File: config.mk
export PLATFORM = sky130hd
export DESIGN_NAME = svc_decide
export DESIGN_NICKNAME = d
export VERILOG_FILES = /design/src/rtl/core/svc_pkg.sv /design/src/rtl/core/svc_decide.sv
export SDC_FILE = /design/constraint.sdc
export NUM_CORES = 1
export LEC_CHECK = 0
export ABC_AREA = 0
export ABC_CLOCK_PERIOD_IN_PS = 11000
export BUFFER_PORTS_ARGS = -buffer_cell sky130_fd_sc_hd__buf_2
export CELL_PAD_IN_SITES_DETAIL_PLACEMENT = 0
export CELL_PAD_IN_SITES_GLOBAL_PLACEMENT = 2
export CORE_ASPECT_RATIO = 0.75
export CORE_UTILIZATION = 35
export DETAILED_ROUTE_END_ITERATION = 8
export PLACE_DENSITY = 0.95
export SYNTH_ARGS = -nofsm -noshare
export SYNTH_HDL_FRONTEND = slang
export SYNTH_SLANG_ARGS = --single-unit
File: constraint.sdc
create_clock -name vclk -period 11
set_input_delay 1.1 -clock vclk [all_inputs]
set_output_delay 1.1 -clock vclk [all_outputs]
set_load 0.005 [all_outputs]
File: src/rtl/core/svc_pkg.sv
// ----------------------------------------------------------------------------
// svc_pkg
// Shared widths, register codes and inter-stage types for the segment cull.
// ----------------------------------------------------------------------------
package svc_pkg;

	localparam int COORD_W  = 16;  // endpoint coordinate width, two's complement
	localparam int DIM_W    = 13;  // screen width/height register width
	localparam int MARGIN_W = 12;  // endpoint test widening
	localparam int CFG_IDX_W = 1;

	localparam int DIFF_W = COORD_W + 1;  // segment vector component
	localparam int OFS_W  = COORD_W + 2;  // screen corner minus endpoint
	localparam int DIMS_W = DIM_W + 1;    // screen dimension as signed value
	localparam int EP_W   = ((COORD_W > DIM_W + 1) ? COORD_W : DIM_W + 1) + 2;
	localparam int WIDE_W = ((2 * COORD_W > OFS_W + DIMS_W) ? 2 * COORD_W
		: OFS_W + DIMS_W) + 4;

	localparam logic [CFG_IDX_W-1:0] REG_WIDTH  = 1'd0;
	localparam logic [CFG_IDX_W-1:0] REG_HEIGHT = 1'd1;

	typedef struct packed {
		logic [DIM_W-1:0] width;
		logic [DIM_W-1:0] height;
	} screen_t;

	// Products feeding the edge crossing tests against top, right, bottom and left
	typedef struct packed {
		logic signed [WIDE_W-1:0] wry;   // w * ry
		logic signed [WIDE_W-1:0] hrx;   // h * rx
		logic signed [WIDE_W-1:0] t_top; // ay * w
		logic signed [WIDE_W-1:0] t_rgt; // (w - ax) * h
		logic signed [WIDE_W-1:0] t_bot; // (h - ay) * w
		logic signed [WIDE_W-1:0] t_lft; // ax * h
		logic signed [WIDE_W-1:0] axby;
		logic signed [WIDE_W-1:0] aybx;
	} products_t;

endpackage

File: src/rtl/core/svc_decide.sv
// ----------------------------------------------------------------------------
// svc_decide
// Second compute stage: parametric crossing tests against the top, right, bottom and left edges.
// ----------------------------------------------------------------------------
module svc_decide
	import svc_pkg::*;
(
	input  products_t prod,
	input  logic      vis,
	output logic      outside
);

	logic signed [WIDE_W-1:0] c;
	logic signed [WIDE_W-1:0] u_top, u_rgt, u_bot, u_lft;
	logic                     hit;

	// num/den in [0,1] for both ratios; parallel edge never crosses
	function automatic logic crosses(input logic signed [WIDE_W-1:0] den,
		input logic signed [WIDE_W-1:0] t, input logic signed [WIDE_W-1:0] u);
		logic pos_ok, neg_ok;
		pos_ok = (t >= 0) && (t <= den) && (u >= 0) && (u <= den);
		neg_ok = (t <= 0) && (t >= den) && (u <= 0) && (u >= den);
		if (den == '0)
			return 1'b0;
		else if (den > 0)
			return pos_ok;
		else
			return neg_ok;
	endfunction

	assign c     = prod.axby - prod.aybx;
	assign u_top = -c;
	assign u_rgt = prod.wry - c;
	assign u_bot = prod.wry - prod.hrx - c;
	assign u_lft = -prod.hrx - c;

	assign hit = crosses(-prod.wry, prod.t_top, u_top)
		|| crosses(prod.hrx, prod.t_rgt, u_rgt)
		|| crosses(prod.wry, prod.t_bot, u_bot)
		|| crosses(-prod.hrx, prod.t_lft, u_lft);

	assign outside = !(vis || hit);

endmodule

== Word-level counts from Yosys, hierarchy flattened ==
Index checks and enable logic that the tools add are counted.
Word-level totals
  register bits after elaboration: 0
  bits in latches: 0
  RAM bits: 0
  bits in read-only memories: 0
  input port bits: 289
  output and inout bits: 1
  memories: 0
Cells by class
  $add $sub $neg: 8
  multipliers: 0
  div/mod/pow operators: 0
  $lt $le $gt $ge: 36
  eq/ne operators: 0
  shift operators: 0
  multiplexer cells: 8
  bitwise operators: 0
  reductions and logical operators: 33
Operators with widths (number)
  $ge A36 B1 Y1 const B: 8
  $ge A36 B36 Y1: 8
  $le A36 B1 Y1 const B: 8
  $le A36 B36 Y1: 8
  $sub A36 B36 Y36: 5
  $gt A36 B1 Y1 const B: 4
  $logic_not A36 Y1: 4
  $neg A36 Y36: 3
  $logic_and A1 B1 Y1: 24
  $mux W1: 8
  $logic_or A1 B1 Y1: 4
  $logic_not A1 Y1: 1

== Logic depth before layout (Yosys ltp) ==
Gate-level depths: netlist of the first run.
  depth in word-level cells: 12
  mapped depth: 36
  mapped depth without buffers: 35

== Least setup slack after synthesis of the first run ==
OpenSTA, ideal clock, no wires.
  kind: in2out
  start point: input port prod[8] (netlist name)
  end point: output port outside
  arrival: 8.283 ns
  path slack: 1.617 ns
  stages on the path: 35
  cells stage by stage: inv_1 ha_1 clkbuf_1 nand4_1 or3_1 o211ai_1 nor2_1 nor3_1 inv_1 ha_1 clkdlybuf4s50_2 nand2_1 o21ai_0 a21oi_1 o21ai_0 a221oi_1 a21oi_1 o21ai_0 a21boi_0 nor2_1 xnor2_1 ha_1 nand3_1 nor4_1 a21oi_1 nor4_1 a21oi_1 mux2i_1 nand2_1 o2111ai_1 or4_2 nor4_2 nand4_1 nand4_1 nor2_1
Between the ends
  word-level cells in the longest chain between the ends: 12
  elaborated cells between the ends (all ways): 50
  those cells by class: add/sub (5); order compare (16); mux (8); reduce/logical (21)
RTL lines
  start: declaration: line svc_decide.sv:8  | input products_t prod,
  $sub A36 B36 Y36 (*): line svc_decide.sv:31  | assign c = prod.axby - prod.aybx;
  $neg A36 Y36 / $sub A36 B36 Y36 (equally long branches): line svc_decide.sv:32, svc_decide.sv:33
  $le A36 B1 Y1 / $ge A36 B1 Y1 (equally long branches): line svc_decide.sv:22, svc_decide.sv:21
  $logic_and A1 B1 Y1, on equally long branches (2 in series): line svc_decide.sv:22, svc_decide.sv:21
  $mux W1: line svc_decide.sv:25  | else if (den > 0)
  $mux W1: line svc_decide.sv:23  | if (den == '0)
  $logic_or A1 B1 Y1: line svc_decide.sv:38  | || crosses(prod.hrx, prod.t_rgt, u_rgt)
  $logic_or A1 B1 Y1: line svc_decide.sv:39  | || crosses(prod.wry, prod.t_bot, u_bot)
  $logic_or A1 B1 Y1 (*): line svc_decide.sv:40  | || crosses(-prod.hrx, prod.t_lft, u_lft);
  $logic_or A1 B1 Y1 (*): line svc_decide.sv:42  | assign outside = !(vis || hit);
  $logic_not A1 Y1 (*): line svc_decide.sv:42
  end: declaration: line svc_decide.sv:10  | output logic outside
Mark *: on every way between the ends. The rest lies on a longest branch, timed or not.

== Final worst setup path of the first run ==
  start point: input port prod[0] (netlist name)
  end point: output port outside
The elaborated chain is that of the path after synthesis.

==> run_results.csv, run 1 <==
group,metric,value,unit
cells_and_area,final_cell_area,23100,µm²
outcome,violations,"capacitance limit",
logic_synthesis,synth_nets,3615,
logic_synthesis,synth_top_cell_by_area,"ha_1",
floorplanning,num_io_pins,290,
critical_path,arrival,9.60,ns
logic_synthesis,ys_seq_area_share,0,%
grt,grt_pass1_wl,133000,µm
critical_path,path_max_fanout,8,
cells_and_area,n_fill_cell,6264,
logic_synthesis,ys_warn_count,0,
sta,worst_slew_pin_slew,1.46,ns
logic_synthesis,synth_area_leaders,"ha_1, xnor2_1, inv_1, a21oi_1, fa_1",
critical_path,worstSetupStartpointType,"input pin",
cells_and_area,final_cells,3921,
sta,worst_hold_slack,2.85,ns
place,finalWeightedCongestion,1.05,
floorplanning,die_x,282,µm
place,dp_slack,0.457,ns
clocking,holdBufCountCts,0,
floorplanning,initial_core_util,35.6,%
sta,fmax,0.0934,GHz
grt,grt_max_degree,16,
cells_and_area,final_cell_mix,"ha_1, buf_2, inv_1",
cells_and_area,multi_input_area,19200,µm²
logic_synthesis,synthDistinctLibCells,104,
pwr,power,2.98,mW
floorplanning,coreArea,57700,µm²
critical_path,crit_path_end_kind,"output port",
cells_and_area,clkbuf_count,0,
route,drc,0,
sta,slew_violations,0,
critical_path,critPathRequiredTime,9.90,ns
flow_run,cap_violations,1,
sta,timing.final.crit_share,97.3,%
cells_and_area,syn_to_final_growth,12.4,%
grt,gr-total-overflow,0,
route,dr.pass1.iters,5,
route,finalWirelength,91000,µm
sta,timing.final.crit_period,10.70,ns
cells_and_area,layout-drive-gt1-share,13.3,%
cells_and_area,num-nets-final,3899,
logic_synthesis,synth_top_area_share,26.4,%
logic_synthesis,netlist_area,20500,µm²
place,place_area,23000,µm²
cells_and_area,layout.area.seq,0,µm²
route,via_count,23400,
cells_and_area,postLayoutCoreUtil,40.0,%
cells_and_area,seq_cells,0,
outcome,status,"complete, but fails checks",
sta,fin_tns_setup,0,ns
place,dp_hpwl,80900,µm
logic_synthesis,syn_inst,2856,
route,drt_iter0_drc,2568,
sta,setup_viol_count_final,0,
sta,setup_slack,0.297,ns
pwr,leakage,10.9,nW
critical_path,slowest_stage,"a2111oi_0",
sta,hold_violations,0,
critical_path,criticalPathCategory,"in -> out",
floorplanning,rows,76,
critical_path,cpPeakStageDelay,0.61,ns
logic_synthesis,avgSynthCellArea,7.19,µm²
floorplanning,die_y,212,µm
route,post_drt_wl_per_cell,23.2,µm
sta,slew_headroom,2.10,%
grt,grt_usage,29.5,%
pwr,ir_drop,59.9,µV
sta,rsz0062_at_grt,"no",
floorplanning,die-area,59700,µm²
grt,grt_pass1_vias,21100,
route,drtAntennaViolNets,0,
pwr,p_per_area,129,nW/µm²
grt,antenna_found_initial,9,
cells_and_area,final_common_cell,"ha_1",
route,viasPerCell,5.96,
worst_hold_path,hp-class,"in -> out",
place,io_buffers,290,
place,dp.cells,3915,
-- worst max-delay path, delay by kind of cell --
kind / cells / cell delay [ns]
xor gates and xnor gates: 2 / 0.78
buffers and inverters: 4 / 0.54
and+or+nand+nor: 15 / 3.11
AOI/OAI and AO/OA: 10 / 2.31
adders and majority gates: 5 / 1.71
-- synthesized netlist by cell type (all sizes together) (34+ instances only) --
cell type	count
nor2b	37
and3	34
xor2	36
a211oi	46
nand4	107
nor3	103
nand2	164
clkbuf	44
fa	37
ha	433
nand3	99
inv	292
and2	36
o21a	51
xnor2	171
o21ai	137
nor4	91
a21o	98
o211ai	50
nor2	168
or3	38
a21oi	207
-- layer usage --
metal / share of wire, % / global-route usage, % / routed length [µm]
met4: 2.0 / 5.02 / 1850
met3: 10 / 5.42 / 9230
met2: 39 / 42.3 / 35500
met5: 0.064 / 0 / 58
met1: 49 / 45.0 / 44400
-- repair_timing --
action | in CTS | in global routing
hold endpoints to repair | 0 | 0
gates resized for setup | 0 | 6
buffers inserted | 0 | 3
endpoints found under the setup margin | 0 | 1
-- power by group --
group / total [mW] / switching (mW) / internal, mW / leakage (nW)
combinational: 2.98 / 1.82 / 1.16 / 10.9
clock: 0.0000000367 / 0 / 0.0000000367 / 0.0000190
sequential: 0 / 0 / 0 / 0
total: 2.98 / 1.82 / 1.16 / 10.9
-- logic make-up after synthesis --
group / share of synthesized area [%]
xor+xnor: 9.25
mux: 0.950
fa+ha+maj: 30.0
compound gates: 26.5
buf+inv: 6.68
simple gates: 26.6
-- area by class of cell --
class	count	share of cell area [%]
inverter	294	4.78
multi-input combinational	2506	83.1
timing repair buffer	338	7.85
tap	780	4.23
antenna	3	0.0325
-- worst paths after layout --
| kind | start | endpoint | slack, ns | depth (start not counted) |
|---|---|---|---|---|
| worst max-delay path | prod[0] | outside | 0.30 | 36 |
| worst min-delay path | vis | outside | 2.85 | 8 |
(Power assumes the default switching activity.)
==> inputs of run 2 (changes only) <==
Settings changed: REMOVE_ABC_BUFFERS set to 1.
==> run 2 against run 1 <==
  * The flow now finishes without violations
  * Critical path depth rose by 1
  * Design area fell by 0.22%
  * First-iteration DRC count fell by 27%
  * Combinational power fell by 2%
  * Sequential cell count did not move
  * Critical path type unchanged
  * Largest power group unchanged
  * Sequential share of layout area did not move
  * Die area did not move
==> run_results.csv, run 2 (synthesis gave the netlist of run 1 again) <==
group,metric,value,unit
floorplanning,initial_core_util,35.6,%
floorplanning,die_y,212,µm
sta,worst_slew_pin_slew,1.02,ns
grt,grt_pass1_vias,21200,
route,post_drt_wl_per_cell,22.0,µm
route,finalWirelength,86200,µm
critical_path,slowest_stage,"xnor3_1",
place,finalWeightedCongestion,1.06,
sta,fmax,0.0966,GHz
cells_and_area,postLayoutCoreUtil,39.9,%
cells_and_area,final_cell_area,23000,µm²
sta,hold_violations,0,
critical_path,critPathRequiredTime,9.90,ns
sta,timing.final.crit_period,10.35,ns
place,dp_hpwl,76700,µm
worst_hold_path,hp-class,"in -> out",
cells_and_area,layout.area.seq,0,µm²
clocking,holdBufCountCts,0,
cells_and_area,layout-drive-gt1-share,13.0,%
pwr,p_clk_share,0,%
floorplanning,coreArea,57700,µm²
cells_and_area,num-nets-final,3887,
place,dp.cells,3906,
cells_and_area,final_cells,3916,
sta,fin_tns_setup,0,ns
cells_and_area,n_fill_cell,6190,
floorplanning,rows,76,
pwr,ir_drop,47.0,µV
cells_and_area,clkbuf_count,0,
floorplanning,num_io_pins,290,
outcome,status,"complete, no violations",
grt,grt_pass1_wl,126000,µm
route,viasPerCell,5.92,
sta,worst_hold_slack,2.87,ns
cells_and_area,final_cell_mix,"ha_1, buf_2, inv_1",
cells_and_area,final_common_cell,"ha_1",
route,drtAntennaViolNets,0,
route,drc,0,
flow_run,cap_violations,0,
sta,slew_headroom,31.6,%
critical_path,crit_path_end_kind,"output port",
route,via_count,23200,
critical_path,worstSetupStartpointType,"input pin",
route,dr.pass1.iters,6,
route,drt_iter0_drc,1867,
floorplanning,die-area,59700,µm²
sta,rsz0062_at_grt,"no",
critical_path,cpPeakStageDelay,0.45,ns
critical_path,criticalPathCategory,"in -> out",
grt,antenna_found_initial,15,
pwr,leakage,10.8,nW
pwr,cellInternalPower,1.16,mW
grt,gr-total-overflow,0,
sta,setup_viol_count_final,0,
cells_and_area,seq_cells,0,
critical_path,path_max_fanout,8,
pwr,p_sw,1.77,mW
pwr,p_seq_share,0,%
sta,timing.final.crit_share,94.1,%
critical_path,arrival,9.25,ns
grt,grt_max_degree,16,
place,io_buffers,290,
cells_and_area,syn_to_final_growth,12.2,%
sta,slew_violations,0,
floorplanning,die_x,282,µm
pwr,switching_share,60.4,%
place,place_area,23000,µm²
pwr,p_per_area,127,nW/µm²
pwr,power_frac_comb,100.0,%
grt,grt_usage,27.8,%
-- run 2: routing by layer --
metal	routed length, µm	part of all wire [%]	track usage [%]	vias to the layer above
met4	2990	3.5	8.45	14
met2	35500	41	42.3	974
met5	80	0.093	0	-
met3	8170	9.5	5.33	128
met1	39500	46	39.1	10700
li1	-	-	-	11300
-- run 2: final cells by class --
type	count	area, µm²	area share, %
inverter	294	1100	4.79
tap	780	976	4.24
antenna	10	25.0	0.109
multi-input combinational	2506	19200	83.4
timing repair buffer	326	1720	7.47
-- run 2: power groups by stage --
stage | sequential, mW | clock (mW) | combinational [mW]
6_report | 0 | 0.0000000931 | 2.93
5_1_grt | 0 | 0.0000000366 | 3.24
4_1_cts | 0 | 0 | 2.86
3_5_place_dp | 0 | 0 | 2.84
3_3_place_gp | 0 | 0 | 2.85
2_1_floorplan | 0 | 0 | 2.05
-- run 2: worst max-delay path: cells and delay by family --
family	cells	cell delay, ns
buffers and inverters	5	0.74
adders and majority gates	5	1.76
and+or+nand+nor	15	2.98
xor gates and xnor gates	2	0.80
AOI/OAI and AO/OA	10	1.83
-- run 2: path summary, 6_finish.rpt --
kind / startpoint / to / slack (ns) / cells after the start
worst max-delay path: prod[0] / outside / 0.65 / 37
worst min-delay path: vis / outside / 2.87 / 8
-- run 2: through the flow --
step | worst slack [ns] | power, mW
final | 0.653 | 2.93
after global routing | 0.00948 | 3.24
after CTS | 0.445 | 2.86
after detailed placement | 0.465 | 2.84
after global placement | 0.664 | 2.85
after floorplan | 1.94 | 2.05
-- run 2: timing repair --
action | in CTS | in global routing
endpoints found under the hold margin | 0 | 0
gates resized for setup | 0 | 9
setup endpoints to repair | 0 | 1
buffers inserted | 0 | 0
