===== config.mk =====
export PLATFORM = sky130hd
export DESIGN_NAME = svc_cfg_regs
export DESIGN_NICKNAME = d
export VERILOG_FILES = /design/src/rtl/core/svc_pkg.sv /design/src/rtl/core/svc_cfg_regs.sv
export SDC_FILE = /design/constraint.sdc
export NUM_CORES = 1
export LEC_CHECK = 0
export BUFFER_PORTS_ARGS = -buffer_cell sky130_fd_sc_hd__buf_2
export CAP_MARGIN = 20
export CORE_MARGIN = 2
export CORE_UTILIZATION = 46
export DETAILED_ROUTE_END_ITERATION = 10
export PLACE_DENSITY = 0.81
export SLEW_MARGIN = 30
export SYNTH_ARGS = -nofsm -noshare
export SYNTH_HDL_FRONTEND = slang
export SYNTH_SLANG_ARGS = --single-unit

===== constraint.sdc =====
create_clock -name clk -period 0.9 [get_ports clk]
set_clock_uncertainty 0.05 [all_clocks]
set_input_delay 0.225 -clock clk [delete_from_list [all_inputs] [get_ports clk]]
set_output_delay 0.225 -clock clk [all_outputs]
set_load 0.03 [all_outputs]

===== src/rtl/core/svc_pkg.sv =====
// ----------------------------------------------------------------------------
// svc_pkg
// Shared widths, register codes and inter-stage types for the segment cull.
// ----------------------------------------------------------------------------
package svc_pkg;

	localparam int COORD_W  = 16;  // endpoint coordinate width, two's complement
	localparam int DIM_W    = 13;  // screen width/height register width
	localparam int MARGIN_W = 12;  // endpoint test widening
	localparam int CFG_IDX_W = 1;

	localparam int DIFF_W = COORD_W + 1;  // segment vector component
	localparam int OFS_W  = COORD_W + 2;  // screen corner minus endpoint
	localparam int DIMS_W = DIM_W + 1;    // screen dimension as signed value
	localparam int EP_W   = ((COORD_W > DIM_W + 1) ? COORD_W : DIM_W + 1) + 2;
	localparam int WIDE_W = ((2 * COORD_W > OFS_W + DIMS_W) ? 2 * COORD_W
		: OFS_W + DIMS_W) + 4;

	localparam logic [CFG_IDX_W-1:0] REG_WIDTH  = 1'd0;
	localparam logic [CFG_IDX_W-1:0] REG_HEIGHT = 1'd1;

	typedef struct packed {
		logic [DIM_W-1:0] width;
		logic [DIM_W-1:0] height;
	} screen_t;

	// Products feeding the edge crossing tests against top, right, bottom and left
	typedef struct packed {
		logic signed [WIDE_W-1:0] wry;   // w * ry
		logic signed [WIDE_W-1:0] hrx;   // h * rx
		logic signed [WIDE_W-1:0] t_top; // ay * w
		logic signed [WIDE_W-1:0] t_rgt; // (w - ax) * h
		logic signed [WIDE_W-1:0] t_bot; // (h - ay) * w
		logic signed [WIDE_W-1:0] t_lft; // ax * h
		logic signed [WIDE_W-1:0] axby;
		logic signed [WIDE_W-1:0] aybx;
	} products_t;

endpackage


===== src/rtl/core/svc_cfg_regs.sv =====
// ----------------------------------------------------------------------------
// svc_cfg_regs
// Screen size registers behind a plain write port.
// ----------------------------------------------------------------------------
module svc_cfg_regs
	import svc_pkg::*;
(
	input  logic                 clk,
	input  logic                 arst_n,
	input  logic                 cfg_wr_en,
	input  logic [CFG_IDX_W-1:0] cfg_index,
	input  logic [DIM_W-1:0]     cfg_data,
	output screen_t              screen
);

	screen_t screen_q;

	always_ff @(posedge clk or negedge arst_n) begin
		if (!arst_n) begin
			screen_q.width  <= DIM_W'(1920);
			screen_q.height <= DIM_W'(1080);
		end else if (cfg_wr_en) begin
			unique case (cfg_index)
				REG_WIDTH:  screen_q.width  <= cfg_data;
				REG_HEIGHT: screen_q.height <= cfg_data;
				default: ;
			endcase
		end
	end

	assign screen = screen_q;

endmodule


# After elaboration in Yosys (flattened, before gate mapping)
# Index checks and enable logic that the tools add are counted.
[totals]
ff_bits = 26
word_cells = 5
input_bits = 17
out_inout_bits = 26
[classes]
n_reduce_logical = 2
bitwise_logic = 1
[op_table]
columns = ["cell", "count"]
rows = [
  ["$reduce_and 2->1", 2],
  ["$not 1->1", 1],
]

# Logic depth before layout (Yosys ltp)
# Gate-level depths: netlist of the first run.
[logic_depth]
ltp_word = 2
ltp_mapped = 3
depth_no_buf = 2

# Worst setup path after synthesis of the first run
# OpenSTA, ideal clock, no wires.
[synth_timing]
kind = "input to register"
start = "in cfg_wr_en"
end = "reg screen_q, in the netlist screen[13]"
path_buffers = 1
setup_ns = 0.125
t_arrival_ns = 0.852
path_slack_ns = -0.127
required_time_ns = 0.725
path_stages = 3
cell_sequence = "nor2b_4 > buf_6 > mux2_2"
[synth_between]
elab_chain_len = 1
[synth_lines]
columns = ["element", "line", "rtl"]
rows = [
  ["from (decl)", "svc_cfg_regs.sv:10", "input logic cfg_wr_en,"],
  ["$reduce_and 2->1 (no line)", "n/a", ""],
  ["to (decl)", "svc_cfg_regs.sv:16", "screen_t screen_q;"],
]
# Every way passes these cells.
# A chain may end at the register's enable or synchronous reset.

# Worst setup path in the final report of the first run
[layout_timing]
start = "reg screen_q, in the netlist screen[23]"
end = "out screen[23] (netlist name)"
[layout_rtl]
columns = ["element", "line", "rtl"]
rows = [
  ["to (decl)", "svc_cfg_regs.sv:13", "output screen_t screen"],
]
# No word-level cell between the ends.

==> flow_metrics.py, run 1 <==
metrics = {
    "clock_network": {
        "ctsRootBufferMaster": "clkbuf_4",
        "clockBufferDepth": 2,
        "clkTransAtPathRegs_ps": 130,
        "cts_buffers": 3,
        "clock_latency_ps": 310,
        "ctsHtreeMaxLevel": 1,
        "tritoncts": "built",
        "cts_sinks": 26,
    },
    "power": {
        "p_per_area_nw_per_um2": 1980,
        "vdd_drop_max_uv": 1480,
        "power_mw": 3.35,
        "p_leak_nw": 0.814,
    },
    "status": {
        "violations": "negative setup slack",
        "status": "finished, violations left",
    },
    "layout": {
        "largest_register_ffs": 26,
        "final_common_cell": "buf_6",
        "stdcell_area_um2": 1690,
        "area_growth_pct": 63.2,
        "final_cell_mix": "34 x buf_6, 18 x mux2_4, 16 x buf_2",
        "drive_gt1_share_pct": 91.5,
        "final_cell_count_no_fill": 145,
        "nets": 135,
        "utilization_pct": 77.7,
        "num_antenna_cells": 0,
    },
    "logic_synthesis": {
        "yosys_warnings": 0,
        "synth.distinct_cells": 7,
        "syn-num-nets": 73,
        "avgSynthCellArea_um2": 18.5,
        "ys_ff_latch": 26,
        "netlist_instances": 56,
        "syn_area_um2": 1030,
        "yosysTopAreaCell": "dfrtp_1",
        "ys_top_cells_by_area": "dfrtp_1 44%, dfstp_2 20%, mux2_2 17%",
        "synth_top_area_share_pct": 43.6,
        "ys_seq_area_share_pct": 63.9,
    },
    "placement": {
        "place_area_um2": 1380,
        "dp_hpwl_um": 1490,
        "place_congestion": 0.617,
        "dp_slack_ps": -285,
        "dp_cells": 129,
        "portBuffers": 42,
    },
    "drt": {
        "avgRoutedWirePerCell_um": 16.0,
        "firstDrtPassIters": 4,
        "via_per_inst": 4.84,
        "drc_errors": 0,
        "drt-total-wl_um": 2320,
        "via_count": 702,
        "detail-route-antenna-nets": 0,
        "drtIter0Drc": 3,
    },
    "global_routing": {
        "grtUsageTotal_pct": 19.4,
        "grt_pass1_vias": 713,
        "grt_pass1_wl_um": 3640,
        "grt_antenna_before_repair": 0,
        "grt_max_degree": 27,
        "grt_overflow": 0,
    },
    "timing": {
        "setup_viol": 36,
        "maxSlewHeadroom_pct": 89.4,
        "worstMarginPinSlew_ps": 158,
        "fmax_mhz": 774,
        "tns_ps": -8220,
        "fin_crit_ps": 1290,
        "finalHoldWorstSlack_ps": 93.4,
        "fin_crit_sh_pct": 143,
        "finalHoldViolations": 0,
        "rsz0062_at_grt": "true",
        "finalWorstSetupSlack_ps": -391,
        "maxSlewViolCount": 0,
    },
    "worst_setup_path": {
        "worst_setup_path_end_kind": "primary output",
        "worst-path-buf-inv": 1,
        "crit_chain": "buf_6",
        "critPathMaxFanout": 2,
        "crit_type": "reg -> out",
        "cp.arrival_ps": 1020,
        "cp_slowest_cell": "dfstp_2",
        "cp-start-kind": "register",
        "required_ps": 620,
        "crit_family": "flip-flops",
        "slowest_delay_ps": 570,
    },
    "floorplan": {
        "die_area_um2": 2640,
        "die_w_um": 51.4,
        "core_area_um2": 2170,
        "rows": 17,
        "die_y_um": 51.4,
        "start_util_pct": 47.6,
        "ios": 43,
    },
    "hold_path": {
        "hold_path_class": "in -> reg",
    },
    "job": {
        "cap_viol_max_count": 0,
    },
}
[cells in the mapped netlist]
| cell | instances |
|---|---|
| dfrtp_1 | 18 |
| mux2_2 | 16 |
| mux2_4 | 10 |
| dfstp_2 | 8 |
| buf_6 | 2 |
| nand2_2 | 1 |
| nor2b_4 | 1 |
[final cells by class]
| type | count | area, um2 |
|---|---|---|
| Tap cell | 28 | 35.0 |
| Fill cell | 132 | 483 |
| Clock buffer | 4 | 26.3 |
| Multi-Input combinational cell | 28 | 394 |
| Sequential cell | 26 | 673 |
| Timing Repair Buffer | 59 | 558 |
[path summary, 6_finish.rpt]
check                                       startpoint                endpoint  slack (ps)  depth (start not counted)
worst max-delay path            screen[23]$_DFFE_PN1P_              screen[23]        -390                          1
worst min-delay path                       cfg_data[0]  screen[13]$_DFFE_PN0P_          90                          2
worst max register to register  screen[16]$_DFFE_PN0P_  screen[16]$_DFFE_PN0P_         -80                          2
worst min register to register   screen[7]$_DFFE_PN0P_   screen[7]$_DFFE_PN0P_         500                          1
max in group asynchronous                       arst_n  screen[10]$_DFFE_PN1P_         260                          3
min in group asynchronous                       arst_n   screen[9]$_DFFE_PN0P_         320                          3
[repair_timing]
| action | 4_1_cts | 5_1_grt |
|---|---|---|
| hold buffers | 1 | 0 |
| setup endpoints to repair | 26 | 36 |
| resized for setup | 52 | 8 |
| endpoints found under the hold margin | 26 | 0 |
| buffers inserted | 10 | 3 |
[kinds of logic (layout without fill, tap and decap cells)]
group	Yosys count	count (layout)	share of synthesized area, %
and+or+nand+nor	2	2	1.94
buffers and inverters	2	63	2.18
DFF	26	26	63.9
muxes	26	26	32.0
[report_power, final]
group	internal (mW)	switching [mW]	total (mW)
clock	0.173	0.326	0.499
combinational	0.717	0.597	1.31
sequential	1.39	0.139	1.53
total	2.28	1.06	3.35
[routing by layer]
metal	global-route usage, %	vias up	wire length, um
met4	6.58	0	32
met2	29.9	26	1180
met3	4.97	4	133
li1	-	316	-
met1	26.8	356	979
met5	0	-	0
No activity file was read; power rests on OpenSTA's default activity.
==> run 2, diff against run 1 <==
- CELL_PAD_IN_SITES_DETAIL_PLACEMENT: not set -> 1
- CELL_PAD_IN_SITES_GLOBAL_PLACEMENT: not set -> 1
- CORE_UTILIZATION: 46 -> 37
==> flow_metrics.py, run 2 (synthesis results as in run 1) <==
metrics = {
    "worst_setup_path": {
        "slowest_delay_ps": 590,
        "required_ps": 620,
        "crit_family": "flip-flops",
        "reg2reg_slack_ps": -80,
        "critPathMaxFanout": 2,
        "cp_slowest_cell": "dfstp_2",
        "crit_type": "reg -> out",
        "cp-start-kind": "register",
        "cp.arrival_ps": 1050,
        "worst-path-buf-inv": 1,
        "worst_setup_path_end_kind": "primary output",
        "crit_chain": "buf_6",
    },
    "power": {
        "p_comb_share_pct": 35.4,
        "internal-power_mw": 2.54,
        "power.switching_mw": 1.08,
        "power.share.switching_pct": 29.8,
        "vdd_drop_max_uv": 1490,
        "p_per_area_nw_per_um2": 2150,
        "p_leak_nw": 0.805,
        "power_mw": 3.61,
        "clockPowerShare_pct": 21.8,
        "seqPwrFrac_pct": 42.8,
    },
    "global_routing": {
        "grt_overflow": 0,
        "grt_antenna_before_repair": 0,
        "grtUsageTotal_pct": 16.3,
        "grt_pass1_wl_um": 3930,
        "grt_pass1_vias": 756,
        "grt_max_degree": 27,
    },
    "layout": {
        "final_cell_count_no_fill": 144,
        "final_cell_mix": "33 x buf_6, 18 x mux2_4, 16 x buf_2",
        "drive_gt1_share_pct": 92.0,
        "largest_register_ffs": 26,
        "final_common_cell": "buf_6",
        "area_growth_pct": 62.8,
        "num_antenna_cells": 0,
        "utilization_pct": 62.1,
        "nets": 131,
    },
    "timing": {
        "fin_crit_sh_pct": 147,
        "finalWorstSetupSlack_ps": -421,
        "fin_crit_ps": 1320,
        "setup_viol": 35,
        "rsz0062_at_grt": "true",
        "fmax_mhz": 757,
        "finalHoldViolations": 0,
        "maxSlewViolCount": 0,
        "maxSlewHeadroom_pct": 89.2,
        "worstMarginPinSlew_ps": 162,
        "finalHoldWorstSlack_ps": 96.9,
    },
    "floorplan": {
        "die_y_um": 56.9,
        "ios": 43,
        "rows": 19,
        "die_w_um": 56.9,
        "die_area_um2": 3230,
        "core_area_um2": 2710,
        "start_util_pct": 38.1,
    },
    "drt": {
        "via_count": 677,
        "drt-total-wl_um": 2570,
        "drc_errors": 0,
        "via_per_inst": 4.70,
        "detail-route-antenna-nets": 0,
        "drtIter0Drc": 9,
        "avgRoutedWirePerCell_um": 17.9,
        "firstDrtPassIters": 3,
    },
    "clock_network": {
        "clkTransAtPathRegs_ps": 140,
        "tritoncts": "built",
        "ctsHtreeMaxLevel": 1,
        "clockBufferDepth": 2,
        "ctsRootBufferMaster": "clkbuf_4",
        "cts_buffers": 3,
        "clock_latency_ps": 310,
        "cts_sinks": 26,
    },
    "placement": {
        "portBuffers": 42,
        "dp_cells": 129,
        "place_congestion": 0.739,
    },
    "job": {
        "cap_viol_max_count": 0,
    },
    "status": {
        "status": "finished, violations left",
        "violations": "negative setup slack",
    },
    "hold_path": {
        "hold_path_class": "in -> reg",
    },
}
run 2: per-layer routing:
metal	vias up	global-route usage [%]	part of all wire (%)
met4	0	4.98	0.82
met3	2	3.00	4.3
met2	23	30.7	55
met5	-	0	0
li1	308	-	-
met1	344	18.4	40
run 2: metrics by stage:
step	setup slack [ps]	setup TNS, ps	cell area (um2)
finish	-421	-8400	1680
global route	-453	-9630	1680
CTS	-404	-8420	1650
detailed placement	-314	-5850	1360
global placement	-299	-5520	1360
floorplan	-125	-1230	1090
run 2: layout make-up:
type | instances | area (um2)
repair buffers | 55 | 524
fillers | 246 | 1030
well taps | 31 | 38.8
clock buffers | 3 | 22.5
flip-flops and latches | 26 | 673
clock inverters | 1 | 30.0
multi-input cells | 28 | 394
run 2: worst paths after layout:
kind | start | end | cells after the start
max | screen[5]$_DFFE_PN1P_ | screen[5] | 1
min | cfg_data[10] | screen[10]$_DFFE_PN1P_ | 2
max reg2reg | screen[25]$_DFFE_PN0P_ | screen[25]$_DFFE_PN0P_ | 2
min reg2reg | screen[1]$_DFFE_PN0P_ | screen[1]$_DFFE_PN0P_ | 1
max in group asynchronous | arst_n | screen[22]$_DFFE_PN1P_ | 3
min in group asynchronous | arst_n | screen[6]$_DFFE_PN0P_ | 3
run 2: power by group through the flow:
stage	logic, mW	clock network, mW	registers [mW]
detailed placement	0.934	0	1.51
global placement	0.919	0	1.50
CTS	1.24	0.808	1.53
global route	1.34	0.853	1.56
floorplan	0.282	0	1.86
finish	1.28	0.787	1.54
run 2: repair_timing:
item                                    in CTS  in global routing
buffers inserted                             9                  5
hold buffers                                 1                  0
pin swaps                                    0                  0
endpoints found under the setup margin      26                 34
gates cloned                                 0                  0
gates resized for setup                     53                  7
hold endpoints to repair                    26                  0
==> run 3, diff against run 2 <==
- CELL_PAD_IN_SITES_DETAIL_PLACEMENT: 1 -> 0
- CORE_MARGIN: 2 -> 1.5
==> flow_metrics.py, run 3 (synthesis results as in run 1) <==
metrics = {
    "floorplan": {
        "die_area_um2": 3120,
        "ios": 43,
        "die_y_um": 55.9,
        "core_area_um2": 2570,
        "rows": 18,
        "start_util_pct": 40.3,
        "die_w_um": 55.9,
    },
    "worst_setup_path": {
        "crit_family": "flip-flops",
        "crit_type": "reg -> out",
        "cp_slowest_cell": "dfstp_2",
        "worst_setup_path_end_kind": "primary output",
        "cp-start-kind": "register",
        "crit_chain": "buf_6",
        "slowest_delay_ps": 580,
        "critPathMaxFanout": 2,
        "cp.arrival_ps": 1020,
        "required_ps": 620,
        "worst-path-buf-inv": 1,
        "reg2reg_slack_ps": -70,
    },
    "layout": {
        "final_common_cell": "buf_6",
        "drive_gt1_share_pct": 92.2,
        "area_growth_pct": 63.0,
        "final_cell_count_no_fill": 146,
        "num_antenna_cells": 0,
        "largest_register_ffs": 26,
        "final_cell_mix": "32 x buf_6, 18 x mux2_4, 16 x buf_2",
        "nFillCells": 190,
        "nets": 134,
        "stdcell_area_um2": 1680,
    },
    "drt": {
        "firstDrtPassIters": 2,
        "drtIter0Drc": 7,
        "drc_errors": 0,
        "top_layer_used": "met3",
        "met2_length_um": 1180,
        "via_per_inst": 4.70,
        "wirelength_met1_um": 871,
        "via_count": 686,
        "avgRoutedWirePerCell_um": 15.1,
        "wl_met3_um": 152,
        "drt-total-wl_um": 2200,
        "detail-route-antenna-nets": 0,
    },
    "global_routing": {
        "grt_antenna_before_repair": 0,
        "grtUsageTotal_pct": 15.3,
        "grt_max_degree": 27,
        "grt_overflow": 0,
        "grt_pass1_vias": 782,
        "grt_pass1_wl_um": 3720,
    },
    "clock_network": {
        "clkTransAtPathRegs_ps": 130,
        "ctsRootBufferMaster": "clkbuf_4",
        "ctsHtreeMaxLevel": 1,
        "cts_buffers": 3,
        "clock_latency_ps": 310,
        "tritoncts": "built",
        "cts_sinks": 26,
        "clockBufferDepth": 2,
    },
    "placement": {
        "place_area_um2": 1370,
        "dp_cells": 130,
        "dp_hpwl_um": 1500,
        "portBuffers": 42,
        "place_congestion": 0.731,
    },
    "status": {
        "violations": "negative setup slack",
        "status": "finished, violations left",
    },
    "timing": {
        "finalWorstSetupSlack_ps": -393,
        "fmax_mhz": 773,
        "setup_viol": 35,
        "maxSlewViolCount": 0,
        "finalHoldViolations": 0,
        "maxSlewHeadroom_pct": 89.3,
        "fin_crit_ps": 1290,
        "rsz0062_at_grt": "true",
        "fin_crit_sh_pct": 144,
        "finalHoldWorstSlack_ps": 96.2,
        "worstMarginPinSlew_ps": 160,
    },
    "hold_path": {
        "hold_path_class": "in -> reg",
    },
    "power": {
        "p_per_area_nw_per_um2": 2010,
        "p_leak_nw": 0.812,
        "vdd_drop_max_uv": 1580,
    },
    "job": {
        "cap_viol_max_count": 0,
    },
}
-- run 3: power breakdown --
part	internal, mW	switching, mW
logic	0.700	0.579
registers	1.39	0.136
clock network	0.247	0.324
-- run 3: final timing paths --
path,depth (start not counted),start,end
min reg2reg,1,screen[7]$_DFFE_PN0P_,screen[7]$_DFFE_PN0P_
min in group asynchronous,3,arst_n,screen[7]$_DFFE_PN0P_
min,2,cfg_data[5],screen[18]$_DFFE_PN0P_
max in group asynchronous,3,arst_n,screen[22]$_DFFE_PN1P_
max,1,screen[23]$_DFFE_PN1P_,screen[23]
max reg2reg,2,screen[19]$_DFFE_PN0P_,screen[19]$_DFFE_PN0P_
-- run 3: metal layers --
metal	vias up	track usage, %
li1	315	-
met4	0	1.02
met2	28	28.2
met3	0	5.81
met5	-	0
met1	343	17.5
-- run 3: layout make-up --
type / count / area (um2) / share of cell area (%)
Tap cell: 30 / 37.5 / 2.23
Timing Repair Buffer: 58 / 543 / 32.2
Multi-Input combinational cell: 28 / 394 / 23.4
Sequential cell: 26 / 673 / 40.0
Clock buffer: 4 / 36.3 / 2.15
-- run 3: repair_timing --
item | 4_1_cts | 5_1_grt
hold endpoints to repair | 26 | 0
setup buffers | 7 | 6
hold buffers | 1 | 0
setup endpoints to repair | 26 | 32
gates resized for setup | 53 | 6
-- run 3: per-stage QoR --
stage	TNS (ps)	setup slack [ps]	total power [mW]	utilization [%]
global placement	-5820	-299	2.43	53.4
floorplan	-1230	-125	2.14	-
CTS	-8290	-409	3.35	63.7
global route	-9660	-439	3.55	65.6
detailed placement	-6250	-324	2.45	53.4
finish	-8160	-393	3.38	65.6
